File: src/tad_pkg.sv
`timescale 1ns / 1ps

package tad_pkg;

   // Frame geometry limits fixed by the stream format.
   localparam int COL_W      = 12;
   localparam int POS_W      = 13;
   localparam int SIZE_W     = 7;
   localparam int START_W    = 14;
   localparam int MAX_WIDTH  = 4096;
   localparam logic [POS_W-1:0] FRAME_LIMIT = 13'd4096;

   // Pixel and accumulator widths.
   localparam int CHANNELS   = 4;
   localparam int SAMPLE_W   = 16;
   localparam int STORE_W    = 30;
   localparam int SUM_W      = 37;
   localparam int CNT_W      = 14;
   localparam int SPAN_W     = 8;
   localparam int ENABLE_W   = 4;

   // Iteration counts of the two sequential dividers.
   localparam int SYNC_STEPS = 13;
   localparam int DIV_STEPS  = 37;

   // Configuration port.
   localparam int CSR_IDX_W  = 3;
   localparam int CSR_DATA_W = 13;
   localparam logic [CSR_IDX_W-1:0] CSR_TILE_WIDTH     = 3'd0;
   localparam logic [CSR_IDX_W-1:0] CSR_TILE_HEIGHT    = 3'd1;
   localparam logic [CSR_IDX_W-1:0] CSR_OFFSET_X       = 3'd2;
   localparam logic [CSR_IDX_W-1:0] CSR_OFFSET_Y       = 3'd3;
   localparam logic [CSR_IDX_W-1:0] CSR_CHANNEL_ENABLE = 3'd4;
   localparam logic [CSR_IDX_W-1:0] CSR_FRAME_WIDTH    = 3'd5;
   localparam logic [CSR_IDX_W-1:0] CSR_FRAME_HEIGHT   = 3'd6;

   localparam int REQ_DATA_W = CHANNELS * SAMPLE_W;
   localparam int RSP_DATA_W = 120;

   // One covered pixel, classified by the front end.
   typedef struct packed {
      logic [COL_W-1:0]                   col;
      logic [CHANNELS-1:0][SAMPLE_W-1:0]  samples;
      logic [CHANNELS-1:0]                enable;
      logic                               first_row;
      logic                               emit;
      logic [COL_W-1:0]                   x1;
      logic [COL_W-1:0]                   y1;
      logic [POS_W-1:0]                   x2;
      logic [POS_W-1:0]                   y2;
   } tad_item_type;

   typedef struct packed {
      logic full;
      logic empty;
   } tad_fifo_status_type;

   typedef enum logic [1:0] {
      FRONT_LOAD,
      FRONT_SYNC,
      FRONT_FIX,
      FRONT_RUN
   } front_state_type;

   typedef enum logic [2:0] {
      BACK_IDLE,
      BACK_WRITE,
      BACK_SUM,
      BACK_DRAIN,
      BACK_DIV,
      BACK_OUT
   } back_state_type;

endpackage

File: src/tad_fifo.sv
`timescale 1ns / 1ps

module tad_fifo #(
   parameter int DEPTH = 4
) (
   input  logic                          clock,
   input  logic                          reset,
   input  logic                          push,
   input  tad_pkg::tad_item_type         push_item,
   input  logic                          pop,
   output tad_pkg::tad_item_type         head,
   output tad_pkg::tad_fifo_status_type  status
);
   import tad_pkg::*;

   localparam int PTR_W = (DEPTH > 1) ? $clog2(DEPTH) : 1;
   localparam int CNT_W = $clog2(DEPTH + 1);

   tad_item_type       slot_ff [DEPTH];
   logic [PTR_W-1:0]   wr_ptr_ff, wr_ptr_in;
   logic [PTR_W-1:0]   rd_ptr_ff, rd_ptr_in;
   logic [CNT_W-1:0]   count_ff, count_in;
   logic               do_push, do_pop;

   assign status.full  = (count_ff == CNT_W'(DEPTH));
   assign status.empty = (count_ff == '0);
   assign do_push      = push && !status.full;
   assign do_pop       = pop && !status.empty;
   assign head         = slot_ff[rd_ptr_ff];

   always_comb begin
      wr_ptr_in = wr_ptr_ff;
      rd_ptr_in = rd_ptr_ff;
      count_in  = count_ff;
      if (do_push) begin
         wr_ptr_in = (wr_ptr_ff == PTR_W'(DEPTH - 1)) ? '0 : wr_ptr_ff + 1'b1;
      end
      if (do_pop) begin
         rd_ptr_in = (rd_ptr_ff == PTR_W'(DEPTH - 1)) ? '0 : rd_ptr_ff + 1'b1;
      end
      if (do_push && !do_pop) begin
         count_in = count_ff + 1'b1;
      end else if (do_pop && !do_push) begin
         count_in = count_ff - 1'b1;
      end
   end

   always_ff @(posedge clock) begin
      if (reset) begin
         wr_ptr_ff <= '0;
         rd_ptr_ff <= '0;
         count_ff  <= '0;
      end else begin
         wr_ptr_ff <= wr_ptr_in;
         rd_ptr_ff <= rd_ptr_in;
         count_ff  <= count_in;
      end
   end

   always_ff @(posedge clock) begin
      if (do_push) begin
         slot_ff[wr_ptr_ff] <= push_item;
      end
   end

endmodule

File: config.mk
export PLATFORM = sky130hd
export DESIGN_NAME = tad_fifo
export DESIGN_NICKNAME = d
export VERILOG_FILES = /design/src/tad_pkg.sv /design/src/tad_fifo.sv
export SDC_FILE = /design/constraint.sdc
export NUM_CORES = 1
export LEC_CHECK = 0
export BUFFER_PORTS_ARGS = -buffer_cell sky130_fd_sc_hd__buf_2
export CORE_MARGIN = 4
export CORE_UTILIZATION = 45
export DETAILED_ROUTE_END_ITERATION = 6
export GPL_TIMING_DRIVEN = 0
export PLACE_DENSITY = 0.74
export SLEW_MARGIN = 20
export SYNTH_ARGS = -nofsm -noshare
export SYNTH_HDL_FRONTEND = slang
export SYNTH_SLANG_ARGS = --single-unit
File: constraint.sdc
create_clock -name clock -period 5.22 [get_ports clock]
set_clock_uncertainty 0.2 [all_clocks]
set_input_delay 1.305 -clock clock [delete_from_list [all_inputs] [get_ports clock]]
set_output_delay 1.305 -clock clock [all_outputs]
set_load 0.02 [all_outputs]
==> flow_metrics.env <==
export IMPL_grt_pass1_vias=9619
export IMPL_holdCritStartpoint="rd_ptr_ff[0]$_SDFFE_PP0P_"
export IMPL_detail_route_antenna_nets=0
export IMPL_synth_seq_area_share=0.822
export IMPL_final_nets=1218
export IMPL_synth_compound_area_frac=0.00231
export IMPL_finalHoldViolCount=0
export IMPL_synth_top_area_frac=0.813
export IMPL_r2r_start="count_ff[0]$_SDFFE_PP0P_"
export IMPL_r2r_slack_ns=2.68
export IMPL_die_h_um=216
export IMPL_final_util=0.547
export IMPL_drtPass1Iterations=4
export IMPL_worstSetupPathType="reg -> out"
export IMPL_synthXorXnorAreaFrac=0.000898
export IMPL_ys_warnings_count=0
export IMPL_irDropWorstVdd_mv=0.318
export IMPL_clk_path_buf_depth=3
export IMPL_fp_dieW_um=216
export IMPL_cts_sinks=537
export IMPL_route_vias_total=8919
export IMPL_cts_max_level=2
export IMPL_dp_cells=1605
export IMPL_p_leak_nw=7.88
export IMPL_drtIter0Drc=558
export IMPL_setup_viol=0
export IMPL_cts_root_buf="clkbuf_16"
export IMPL_maxCapViolCount=0
export IMPL_ys_ff_latch=537
export IMPL_numPortBuffers=268
export IMPL_place_hpwl_um=23700
export IMPL_tightest_slew_ns=0.696
export IMPL_syn_area_per_cell_um2=26.4
export IMPL_yosys_area_top_type="edfxtp_1"
export IMPL_grtUsageTotal=0.161
export IMPL_viasPerCell=5.22
export IMPL_max_freq_mhz=259
export IMPL_rsz0062_at_grt="no"
export IMPL_critPathMaxStageDelay_ns=0.37
export IMPL_hold_class="reg -> reg"
export IMPL_outcome="finished clean"
export IMPL_synth_adder_area_share=0.00488
export IMPL_synth_edf_count=528
export IMPL_design_area_um2=23500
export IMPL_die_area_um2=46700
export IMPL_antenna_found_initial=14
export IMPL_period_share=0.739
export IMPL_cp_max_fo=10
export IMPL_ys_async_sr_fraction=0
export IMPL_initial_core_util=0.454
export IMPL_slew_headroom=0.536
export IMPL_endpoint_kind="primary output"
export IMPL_setup_tns_ns=0
export IMPL_critPathRequiredTime_ns=3.71
export IMPL_slowest_stage="buf_2"
export IMPL_place_area_um2=21900
export IMPL_crit_arrival_ns=2.35
export IMPL_grt_pass1_wl_um=57600
export IMPL_ctsResizeCount=0
export IMPL_synth_nets=883
export IMPL_postCtsSetupBuffers=0
export IMPL_grt_ovfl_total=0
export IMPL_synthFlopType="edfxtp_1"
export IMPL_synth_area_leaders="edfxtp_1 81%, mux4_2 15%, dfxtp_1 0.92%"
export IMPL_hold_end="rd_ptr_ff[0]$_SDFFE_PP0P_"
export IMPL_gp_congestion=0.702
export IMPL_wl_per_cell_um=21.7
export IMPL_synth_top_family_by_area="multiplexers"
export IMPL_wl_um=37100
export IMPL_cp_cell_sequence="buf_2 > buf_2 > buf_2 > mux4_2 > buf_2"
export IMPL_rows=76
export IMPL_path_common_cell="buf_2"
export IMPL_cts_tree="done"
export IMPL_reg2reg_depth=10
export IMPL_drc=0
export IMPL_cts_hold_buf=0
export IMPL_numCtsBuffers=53
export IMPL_muxShareOfSynthArea=0.153
export IMPL_slew_violations=0
export IMPL_stdcell_count=1708
export IMPL_worstReg2RegEnd="count_ff[2]$_SDFFE_PP0P_"
export IMPL_synth_cells=740
export IMPL_synthTopCellsByCount="528 x edfxtp_1, 132 x mux4_2, 16 x buf_2"
export IMPL_synth_distinct_cells=23
export IMPL_critPathLaunchType="flip-flop"
export IMPL_period_needed_ns=3.86
export IMPL_synth_simple_area_share=0.00436
export IMPL_core_area_um2=43000
export IMPL_netlist_area_um2=19500
export IMPL_hold_depth=2
export IMPL_area_growth_pct=20.6
export IMPL_yosysMostFrequentCell="edfxtp_1"
export IMPL_cellPowerDensity_nw_per_um2=490
export IMPL_drive_gt1_frac=0.463
export IMPL_grt_max_degree=43
export IMPL_clk_pin_slew_worst_paths_ns=0.06
export IMPL_io_pin_count=270
export IMPL_clkLatencyLatePin_ns=0.58
[metrics by stage]
step / power, W / setup slack [ns] / hold slack (ns)
after floorplan: 0.00724 / 0.121 / 0.263
after global placement: 0.00817 / -2.62 / 0.292
after detailed placement: 0.00817 / 1.91 / 0.295
after CTS: 0.0117 / 1.26 / 0.304
after global routing: 0.0121 / 1.19 / 0.347
final: 0.0115 / 1.36 / 0.301
[how the worst max path moves through the flow]
stage	end	slack, ns	depth (start not counted)	startpoint
after floorplan	slot_ff[3][0]$_DFFE_PP_	0.12	1	push
after global placement	slot_ff[0][33]$_DFFE_PP_	-2.62	2	push
after detailed placement	head[105]	1.91	5	flip-flop
after CTS	head[105]	1.26	5	flip-flop
after global routing	head[105]	1.19	5	flip-flop
final	head[103]	1.36	5	flip-flop
[cell families (layout without fill, tap and decap cells)]
| family | count (synthesis) | count (layout) |
|---|---|---|
| muxes | 134 | 134 |
| buffers and inverters | 37 | 417 |
| adders and majority gates | 7 | 7 |
| and+or+nand+nor | 16 | 16 |
| xor gates and xnor gates | 2 | 2 |
| DFF | 537 | 537 |
| AOI/OAI and AO/OA | 7 | 7 |
| other | 0 | 3 |
[cells in the final DEF (no fill, tap or decap), types with 2 or more instances in the layout]
master / n
nand3_1: 2
o21ai_0: 2
and3_4: 4
buf_16: 7
mux2i_1: 2
diode_2: 3
ha_1: 6
a21oi_1: 3
or3_1: 2
buf_12: 5
dfxtp_1: 9
xor2_1: 2
buf_2: 284
mux4_2: 132
clkinv_2: 12
clkinvlp_4: 2
inv_6: 2
buf_6: 10
clkbuf_16: 55
clkbuf_1: 19
nor2_1: 4
edfxtp_1: 528
nor3_1: 2
inv_1: 4
clkinv_1: 13
[state kept, by name, summed over array words and instances, names as in the netlist, named ones only]
register,cells
count_ff,3
rd_ptr_ff,2
slot_ff,528
wr_ptr_ff,2
[power by group]
group,internal [W],switching (W),total [W]
Clock,0.00198,0.00152,0.00350
Sequential,0.00521,0.0000946,0.00530
Combinational,0.00113,0.00159,0.00271
[per-layer routing]
| layer | track usage | wire [um] |
|---|---|---|
| met5 | 0 | 149 |
| met4 | 0.0416 | 721 |
| met3 | 0.0614 | 3310 |
| met2 | 0.258 | 18300 |
| met1 | 0.209 | 14700 |
[cell type report]
cell class / instances / area (um^2)
Antenna cell: 3 / 7.51
Clock buffer: 68 / 1430
Fill cell: 3270 / 19500
Clock inverter: 32 / 191
Buffer: 32 / 215
Tap cell: 585 / 732
Timing Repair Buffer: 280 / 1630
Inverter: 5 / 18.8
Multi-Input combinational cell: 166 / 3260
Sequential cell: 537 / 16000
[worst max-delay path, delay by kind of cell, from the launching register on]
family,cells,cell delay [ns]
DFF,1,0.30
muxes,1,0.36
buffers and inverters,4,1.11
Note: power is estimated with default switching activity, not from simulation.
