===== src/tad_pkg.sv =====
`timescale 1ns / 1ps

package tad_pkg;

   // Frame geometry limits fixed by the stream format.
   localparam int COL_W      = 12;
   localparam int POS_W      = 13;
   localparam int SIZE_W     = 7;
   localparam int START_W    = 14;
   localparam int MAX_WIDTH  = 4096;
   localparam logic [POS_W-1:0] FRAME_LIMIT = 13'd4096;

   // Pixel and accumulator widths.
   localparam int CHANNELS   = 4;
   localparam int SAMPLE_W   = 16;
   localparam int STORE_W    = 30;
   localparam int SUM_W      = 37;
   localparam int CNT_W      = 14;
   localparam int SPAN_W     = 8;
   localparam int ENABLE_W   = 4;

   // Iteration counts of the two sequential dividers.
   localparam int SYNC_STEPS = 13;
   localparam int DIV_STEPS  = 37;

   // Configuration port.
   localparam int CSR_IDX_W  = 3;
   localparam int CSR_DATA_W = 13;
   localparam logic [CSR_IDX_W-1:0] CSR_TILE_WIDTH     = 3'd0;
   localparam logic [CSR_IDX_W-1:0] CSR_TILE_HEIGHT    = 3'd1;
   localparam logic [CSR_IDX_W-1:0] CSR_OFFSET_X       = 3'd2;
   localparam logic [CSR_IDX_W-1:0] CSR_OFFSET_Y       = 3'd3;
   localparam logic [CSR_IDX_W-1:0] CSR_CHANNEL_ENABLE = 3'd4;
   localparam logic [CSR_IDX_W-1:0] CSR_FRAME_WIDTH    = 3'd5;
   localparam logic [CSR_IDX_W-1:0] CSR_FRAME_HEIGHT   = 3'd6;

   localparam int REQ_DATA_W = CHANNELS * SAMPLE_W;
   localparam int RSP_DATA_W = 120;

   // One covered pixel, classified by the front end.
   typedef struct packed {
      logic [COL_W-1:0]                   col;
      logic [CHANNELS-1:0][SAMPLE_W-1:0]  samples;
      logic [CHANNELS-1:0]                enable;
      logic                               first_row;
      logic                               emit;
      logic [COL_W-1:0]                   x1;
      logic [COL_W-1:0]                   y1;
      logic [POS_W-1:0]                   x2;
      logic [POS_W-1:0]                   y2;
   } tad_item_type;

   typedef struct packed {
      logic full;
      logic empty;
   } tad_fifo_status_type;

   typedef enum logic [1:0] {
      FRONT_LOAD,
      FRONT_SYNC,
      FRONT_FIX,
      FRONT_RUN
   } front_state_type;

   typedef enum logic [2:0] {
      BACK_IDLE,
      BACK_WRITE,
      BACK_SUM,
      BACK_DRAIN,
      BACK_DIV,
      BACK_OUT
   } back_state_type;

endpackage


===== src/tad_front.sv =====
`timescale 1ns / 1ps

module tad_front (
   input  logic                                   clock,
   input  logic                                   reset,
   input  logic                                   csr_we,
   input  logic [tad_pkg::CSR_IDX_W-1:0]          csr_index,
   input  logic [tad_pkg::CSR_DATA_W-1:0]         csr_wdata,
   input  logic                                   req_tvalid,
   output logic                                   req_tready,
   input  logic [tad_pkg::REQ_DATA_W-1:0]         req_tdata,
   input  logic                                   req_tuser,
   input  tad_pkg::tad_fifo_status_type           fifo_status,
   output logic                                   push,
   output tad_pkg::tad_item_type                  push_item
);
   import tad_pkg::*;

   localparam int EXT_W = START_W - SIZE_W;

   // Configuration registers.
   logic [SIZE_W-1:0]   tile_width_ff, tile_height_ff, offset_x_ff, offset_y_ff;
   logic [ENABLE_W-1:0] channel_enable_ff;
   logic [POS_W-1:0]    frame_width_ff, frame_height_ff;

   // Position and current tile starts.
   logic [COL_W-1:0]          col_ff, col_in, row_ff, row_in;
   logic signed [START_W-1:0] xs_ff, xs_in, ys_ff, ys_in;

   // Resync divider.
   front_state_type     state_ff, state_in;
   logic [3:0]          sync_cnt_ff, sync_cnt_in;
   logic [POS_W-1:0]    div_x_ff, div_x_in, div_y_ff, div_y_in;
   logic [SIZE_W-1:0]   rem_x_ff, rem_x_in, rem_y_ff, rem_y_in;

   logic [SIZE_W-1:0]         tw, th;
   logic [POS_W-1:0]          fw, fh;
   logic signed [START_W-1:0] tw_s, th_s, fw_s, fh_s;
   logic signed [START_W-1:0] first_x, first_y, zero_x, zero_y;
   logic signed [START_W-1:0] col_s, row_s, dx, dy;
   logic [SIZE_W:0]           tx, ty, tx_sub, ty_sub;

   logic                      accept;
   logic [POS_W-1:0]          c_a, r_a, r_inc, c_n, r_n;
   logic signed [START_W-1:0] xs_a, ys_a, xe, ye;
   logic                      cov_x, cov_y;
   logic [COL_W-1:0]          x1, y1;
   logic [POS_W-1:0]          x2, y2;

   function automatic logic signed [START_W-1:0] step_start(
      input logic [POS_W-1:0]          pos,
      input logic signed [START_W-1:0] prev,
      input logic signed [START_W-1:0] first,
      input logic signed [START_W-1:0] size
   );
      logic signed [START_W-1:0] p;
      logic signed [START_W-1:0] nxt;
      p   = $signed({1'b0, pos});
      nxt = prev + size;
      if (p == first) begin
         return first;
      end else if (p == nxt) begin
         return nxt;
      end
      return prev;
   endfunction

   // Effective sizes: zero acts as one, frame sizes saturate at the limit.
   assign tw   = (tile_width_ff == '0) ? SIZE_W'(1) : tile_width_ff;
   assign th   = (tile_height_ff == '0) ? SIZE_W'(1) : tile_height_ff;
   assign fw   = (frame_width_ff == '0) ? POS_W'(1)
               : (frame_width_ff > FRAME_LIMIT) ? FRAME_LIMIT : frame_width_ff;
   assign fh   = (frame_height_ff == '0) ? POS_W'(1)
               : (frame_height_ff > FRAME_LIMIT) ? FRAME_LIMIT : frame_height_ff;
   assign tw_s = $signed({{EXT_W{1'b0}}, tw});
   assign th_s = $signed({{EXT_W{1'b0}}, th});
   assign fw_s = $signed({1'b0, fw});
   assign fh_s = $signed({1'b0, fh});

   assign first_x = $signed({{EXT_W{1'b0}}, offset_x_ff}) - tw_s;
   assign first_y = $signed({{EXT_W{1'b0}}, offset_y_ff}) - th_s;
   // Tile start seen at position zero: with no offset the grid lands on zero.
   assign zero_x  = (offset_x_ff == '0) ? '0 : first_x;
   assign zero_y  = (offset_y_ff == '0) ? '0 : first_y;

   // Resync: tile start = position - ((position - first) mod size).
   assign col_s  = $signed({2'b00, col_ff});
   assign row_s  = $signed({2'b00, row_ff});
   assign dx     = col_s - first_x;
   assign dy     = row_s - first_y;
   assign tx     = {rem_x_ff, div_x_ff[POS_W-1]};
   assign ty     = {rem_y_ff, div_y_ff[POS_W-1]};
   assign tx_sub = tx - {1'b0, tw};
   assign ty_sub = ty - {1'b0, th};

   assign accept     = req_tvalid && req_tready;
   assign req_tready = (state_ff == FRONT_RUN) && !fifo_status.full;

   // Position of the incoming pixel after start-of-frame and wrap handling.
   always_comb begin
      c_a   = {1'b0, col_ff};
      r_a   = {1'b0, row_ff};
      xs_a  = xs_ff;
      ys_a  = ys_ff;
      r_inc = '0;
      if (req_tuser) begin
         c_a  = '0;
         r_a  = '0;
         xs_a = zero_x;
         ys_a = zero_y;
      end
      if (c_a >= fw) begin
         r_inc = r_a + 1'b1;
         c_a   = '0;
         xs_a  = zero_x;
         r_a   = r_inc;
         ys_a  = step_start(r_inc, ys_a, first_y, th_s);
      end
      if (r_a >= fh) begin
         r_a  = '0;
         ys_a = zero_y;
      end
   end

   assign cov_x = $signed({1'b0, c_a}) >= first_x;
   assign cov_y = $signed({1'b0, r_a}) >= first_y;
   assign xe    = xs_a + tw_s;
   assign ye    = ys_a + th_s;
   assign x1    = xs_a[START_W-1] ? '0 : xs_a[COL_W-1:0];
   assign y1    = ys_a[START_W-1] ? '0 : ys_a[COL_W-1:0];
   assign x2    = (xe > fw_s) ? fw : xe[POS_W-1:0];
   assign y2    = (ye > fh_s) ? fh : ye[POS_W-1:0];
   assign c_n   = c_a + 1'b1;
   assign r_n   = r_a + 1'b1;

   always_comb begin
      push_item.col       = c_a[COL_W-1:0];
      push_item.samples   = req_tdata;
      push_item.enable    = channel_enable_ff;
      push_item.first_row = (r_a == {1'b0, y1});
      push_item.emit      = (c_a == x2 - 1'b1) && (r_a == y2 - 1'b1);
      push_item.x1        = x1;
      push_item.y1        = y1;
      push_item.x2        = x2;
      push_item.y2        = y2;
   end

   assign push = accept && cov_x && cov_y;

   // Next state.
   always_comb begin
      state_in = state_ff;
      unique case (state_ff)
         FRONT_LOAD: state_in = FRONT_SYNC;
         FRONT_SYNC: begin
            if (sync_cnt_ff == 4'(SYNC_STEPS - 1)) begin
               state_in = FRONT_FIX;
            end
         end
         FRONT_FIX:  state_in = FRONT_RUN;
         FRONT_RUN:  state_in = FRONT_RUN;
         default:    state_in = FRONT_LOAD;
      endcase
      if (csr_we) begin
         state_in = FRONT_LOAD;
      end
   end

   // Datapath updates per state.
   always_comb begin
      sync_cnt_in = sync_cnt_ff;
      div_x_in    = div_x_ff;
      div_y_in    = div_y_ff;
      rem_x_in    = rem_x_ff;
      rem_y_in    = rem_y_ff;
      col_in      = col_ff;
      row_in      = row_ff;
      xs_in       = xs_ff;
      ys_in       = ys_ff;
      unique case (state_ff)
         FRONT_LOAD: begin
            sync_cnt_in = '0;
            div_x_in    = dx[START_W-1] ? '0 : dx[POS_W-1:0];
            div_y_in    = dy[START_W-1] ? '0 : dy[POS_W-1:0];
            rem_x_in    = '0;
            rem_y_in    = '0;
         end
         FRONT_SYNC: begin
            sync_cnt_in = sync_cnt_ff + 1'b1;
            div_x_in    = {div_x_ff[POS_W-2:0], 1'b0};
            div_y_in    = {div_y_ff[POS_W-2:0], 1'b0};
            rem_x_in    = (tx >= {1'b0, tw}) ? tx_sub[SIZE_W-1:0] : tx[SIZE_W-1:0];
            rem_y_in    = (ty >= {1'b0, th}) ? ty_sub[SIZE_W-1:0] : ty[SIZE_W-1:0];
         end
         FRONT_FIX: begin
            xs_in = (col_s >= first_x) ? col_s - $signed({{EXT_W{1'b0}}, rem_x_ff})
                                       : first_x;
            ys_in = (row_s >= first_y) ? row_s - $signed({{EXT_W{1'b0}}, rem_y_ff})
                                       : first_y;
         end
         FRONT_RUN: begin
            if (accept) begin
               if (c_n >= fw) begin
                  col_in = '0;
                  xs_in  = zero_x;
                  if (r_n >= fh) begin
                     row_in = '0;
                     ys_in  = zero_y;
                  end else begin
                     row_in = r_n[COL_W-1:0];
                     ys_in  = step_start(r_n, ys_a, first_y, th_s);
                  end
               end else begin
                  col_in = c_n[COL_W-1:0];
                  xs_in  = step_start(c_n, xs_a, first_x, tw_s);
                  row_in = r_a[COL_W-1:0];
                  ys_in  = ys_a;
               end
            end
         end
         default: ;
      endcase
   end

   always_ff @(posedge clock) begin
      if (reset) begin
         state_ff          <= FRONT_LOAD;
         col_ff            <= '0;
         row_ff            <= '0;
         tile_width_ff     <= SIZE_W'(2);
         tile_height_ff    <= SIZE_W'(2);
         offset_x_ff       <= '0;
         offset_y_ff       <= '0;
         channel_enable_ff <= '1;
         frame_width_ff    <= POS_W'(1920);
         frame_height_ff   <= POS_W'(1080);
      end else begin
         state_ff <= state_in;
         col_ff   <= col_in;
         row_ff   <= row_in;
         if (csr_we) begin
            unique case (csr_index)
               CSR_TILE_WIDTH:     tile_width_ff     <= csr_wdata[SIZE_W-1:0];
               CSR_TILE_HEIGHT:    tile_height_ff    <= csr_wdata[SIZE_W-1:0];
               CSR_OFFSET_X:       offset_x_ff       <= csr_wdata[SIZE_W-1:0];
               CSR_OFFSET_Y:       offset_y_ff       <= csr_wdata[SIZE_W-1:0];
               CSR_CHANNEL_ENABLE: channel_enable_ff <= csr_wdata[ENABLE_W-1:0];
               CSR_FRAME_WIDTH:    frame_width_ff    <= csr_wdata[POS_W-1:0];
               CSR_FRAME_HEIGHT:   frame_height_ff   <= csr_wdata[POS_W-1:0];
               default: ;
            endcase
         end
      end
   end

   always_ff @(posedge clock) begin
      sync_cnt_ff <= sync_cnt_in;
      div_x_ff    <= div_x_in;
      div_y_ff    <= div_y_in;
      rem_x_ff    <= rem_x_in;
      rem_y_ff    <= rem_y_in;
      xs_ff       <= xs_in;
      ys_ff       <= ys_in;
   end

endmodule


===== config.mk =====
export PLATFORM = sky130hd
export DESIGN_NAME = tad_front
export DESIGN_NICKNAME = d
export VERILOG_FILES = /design/src/tad_pkg.sv /design/src/tad_front.sv
export SDC_FILE = /design/constraint.sdc
export NUM_CORES = 1
export LEC_CHECK = 0
export BUFFER_PORTS_ARGS = -buffer_cell sky130_fd_sc_hd__buf_2
export CORE_UTILIZATION = 55
export CTS_CLUSTER_DIAMETER = 150
export DETAILED_ROUTE_END_ITERATION = 8
export HOLD_SLACK_MARGIN = 0.02
export PLACE_DENSITY = 0.76
export SYNTH_ARGS = -nofsm -noshare
export SYNTH_HDL_FRONTEND = slang
export SYNTH_SLANG_ARGS = --single-unit
export TNS_END_PERCENT = 50

===== constraint.sdc =====
create_clock -name clock -period 12.6 [get_ports clock]
set_input_delay 0 -clock clock [delete_from_list [all_inputs] [get_ports clock]]
set_output_delay 0 -clock clock [all_outputs]
set_load 0.01 [all_outputs]

==> results.py <==
metrics = {
    "run_status": {
        "status": "complete, no violations",
    },
    "setup_path": {
        "endpoint_kind": "primary output",
        "critical_path_class": "register to primary output",
        "critPathArrivalTime_ns": 12.05,
        "startpoint": "tile_height_ff[3]",
        "path_common_cell": "nor2_1",
        "slowest_delay_ns": 0.41,
        "start_kind": "register",
        "cp_slowest_cell": "or3_1",
        "r2r-start": "tile_height_ff[3]",
        "path_max_fanout": 7,
        "critPathRequiredTime_ns": 12.60,
    },
    "timing": {
        "drv_slew": 0,
        "fmax_ghz": 0.0830,
        "setup_viol": 0,
        "setup_slack_ns": 0.554,
        "finalHoldViolCount": 0,
        "period_share": 0.956,
        "clock_skew_ns": 0.0139,
        "min_period_ns": 12.05,
        "worstMarginPinSlew_ns": 1.23,
        "slew_headroom": 0.171,
    },
    "global_routing": {
        "grt_antenna_before_repair": 1,
        "use_met1": 0.524,
        "gr-total-overflow": 0,
        "use_met2": 0.566,
        "grt_busiest_layer": "met2",
        "grt_pass1_vias": 18600,
        "grt.met3_usage": 0.0788,
        "grt_max_degree": 85,
        "grt_use_total": 0.379,
        "grt_pass1_wl_mm": 105,
    },
    "synth": {
        "synth_edf_count": 72,
        "synthArstFlopShare": 0,
        "ys_ff_latch": 156,
        "yosysTopAreaCellShare": 0.128,
        "synth_cells": 2486,
        "seq_area_frac_synth": 0.199,
        "yosysTopAreaCell": "ha_1",
        "yosys.cell_types.count": 94,
        "synthFlopType": "dfxtp_1",
        "avgSynthCellArea_sq_um": 7.77,
        "syn-cell-area_sq_um": 19300,
        "yosys-top-cells-area": "ha_1 (13%), edfxtp_1 (11%), dfxtp_1 (8.7%)",
        "synth_common_cells": "nor2_1 (240), nand2_1 (224), ha_1 (198), inv_1 (151), a21oi_1 (148)",
        "post-synth-top-count-cell": "nor2_1",
        "synth_nets": 2782,
        "yosysWarnings": 0,
    },
    "power": {
        "sw_frac_of_total": 0.411,
        "seq_power_share": 0.267,
        "power_density_nw_per_um2": 112,
        "p_int_mw": 1.41,
        "max-vdd-ir-drop_v": 0.000155,
        "pwr-share-clk": 0.220,
        "leakage_nw": 9.36,
        "comb_power_share": 0.513,
        "switchingPower_mw": 0.982,
    },
    "finish": {
        "fin_util": 0.618,
        "fin_cells": 3026,
        "diodes": 0,
        "register_area_sq_um": 3840,
        "nNetsFinal": 2854,
        "nFillCells": 3140,
        "multiInputGateArea_sq_um": 14100,
        "syn2layout_area_growth_pct": 10.6,
        "drive_gt1_frac": 0.105,
    },
    "detailed_routing": {
        "drtAntennaViolNets": 0,
        "totalWireLength_mm": 68.9,
        "first_pass_iters": 5,
        "post_drt_via_cell_ratio": 6.53,
        "route.detailed.drc": 0,
        "wl_per_cell_um": 22.8,
        "drt-initial-drc-count": 2245,
        "vias": 19800,
    },
    "floorplanning": {
        "ios": 221,
        "core-area_sq_um": 34500,
        "die_h_um": 189,
        "die-area_sq_um": 35900,
        "rows": 68,
        "die_w_um": 189,
        "initial_core_util": 0.559,
    },
    "cts": {
        "clockRootBuffer": "clkbuf_16",
        "cts_made_buffers": 17,
        "cts_tree": "done",
        "clock_latency_ns": 0.46,
        "clock_path_buffers": 2,
        "clk_pin_slew_ns": 0.07,
        "htreeDepth": 4,
        "cts_sinks": 156,
    },
    "hold_path": {
        "hp-start": "csr_index[0]",
        "min_path_type": "input pin to register",
    },
    "place": {
        "place_hpwl_mm": 52.6,
        "dp_cells": 2909,
        "pre_cts_slack_ns": 0.196,
        "place.gp.congestion": 0.973,
        "port_buffers": 91,
    },
    "run": {
        "drv_cap": 0,
    },
}
layout make-up:
class	count	share of cell area
Tap cell	455	0.0267
Sequential cell	156	0.180
Timing Repair Buffer	227	0.0783
Clock buffer	18	0.0201
Clock inverter	14	0.00627
Inverter	156	0.0276
Multi-Input combinational cell	2000	0.661
layer usage:
| layer | wire length [um] | part of all wire |
|---|---|---|
| met5 | 0 | 0 |
| met1 | 29000 | 0.42 |
| met3 | 7820 | 0.11 |
| met4 | 2910 | 0.042 |
| met2 | 29200 | 0.42 |
critical path: cells and delay by family, from the launching register on:
family                     cells  cell delay, ns
DFF                            1            0.39
buffers and inverters          5            0.75
adders and majority gates      7            2.19
and+or+nand+nor               20            3.67
AOI/OAI and AO/OA             19            3.77
muxes                          3            0.80
worst paths after layout:
check             slack (ns)                    to  cells past startpoint
setup / recovery        0.55         push_item[50]                     54
hold / removal          0.12  channel_enable_ff[0]                      4
setup reg to reg        2.01              ys_ff[7]                     39
hold reg to reg         0.47    frame_height_ff[1]                      2
repair_timing:
item	CTS	global route
endpoints found under the hold margin	103	0
setup endpoints to repair	1	1
pin swaps	1	7
hold buffers	78	0
setup buffers	1	6
resized for setup	3	21
power by group through the flow:
stage	logic, mW	clock network, mW	registers (mW)
floorplan	0.901	0	0.635
global placement	1.12	0	0.646
detailed placement	1.15	0	0.647
CTS	1.19	0.524	0.637
global route	1.33	0.544	0.642
finish	1.22	0.525	0.639
state kept, by name, indices dropped and copies added, names as in the netlist:
register / count
xs_ff: 14
col_ff: 12
offset_x_ff: 7
ys_ff: 14
tile_width_ff: 7
state_ff: 2
rem_y_ff: 7
frame_width_ff: 13
sync_cnt_ff: 4
row_ff: 12
div_y_ff: 13
frame_height_ff: 13
channel_enable_ff: 4
rem_x_ff: 7
div_x_ff: 13
tile_height_ff: 7
offset_y_ff: 7
stage by stage:
step | setup TNS, ns | power, mW | area (sq um) | hold slack, ns
2_1_floorplan | 0 | 1.54 | 19300 | 0.0598
3_3_place_gp | 0 | 1.77 | 19900 | 0.0000686
3_5_place_dp | 0 | 1.80 | 19900 | 0.0000686
4_1_cts | 0 | 2.35 | 21200 | 0.0991
5_1_grt | -0.00634 | 2.52 | 21400 | 0.136
6_report | 0 | 2.39 | 21400 | 0.121
cell usage in the layout, fill, tap and decap left out, drive strengths merged, types with 38 or more instances in the layout:
master,synthesis,layout
nor2,241,241
nand2,224,224
ha,198,198
inv,151,156
a21oi,149,149
buf,86,149
xnor2,142,142
o21ai,122,122
dfxtp,84,84
dlygate4sd3,0,78
edfxtp,72,72
nor3,67,67
mux2i,67,67
nor2b,63,63
a21o,59,59
xor2,54,54
nand3,50,50
nand2b,38,38
cell families (layout without fill, tap and decap cells):
| group | after synthesis | after routing | share of synthesized area |
|---|---|---|---|
| simple gates | 890 | 890 | 0.230 |
| compound gates | 614 | 614 | 0.210 |
| buf+inv | 330 | 415 | 0.0777 |
| fa+ha+maj | 209 | 209 | 0.140 |
| xor+xnor | 202 | 202 | 0.0964 |
| flops | 156 | 156 | 0.199 |
| mux | 85 | 85 | 0.0467 |
No activity file was read; power rests on OpenSTA's default activity.
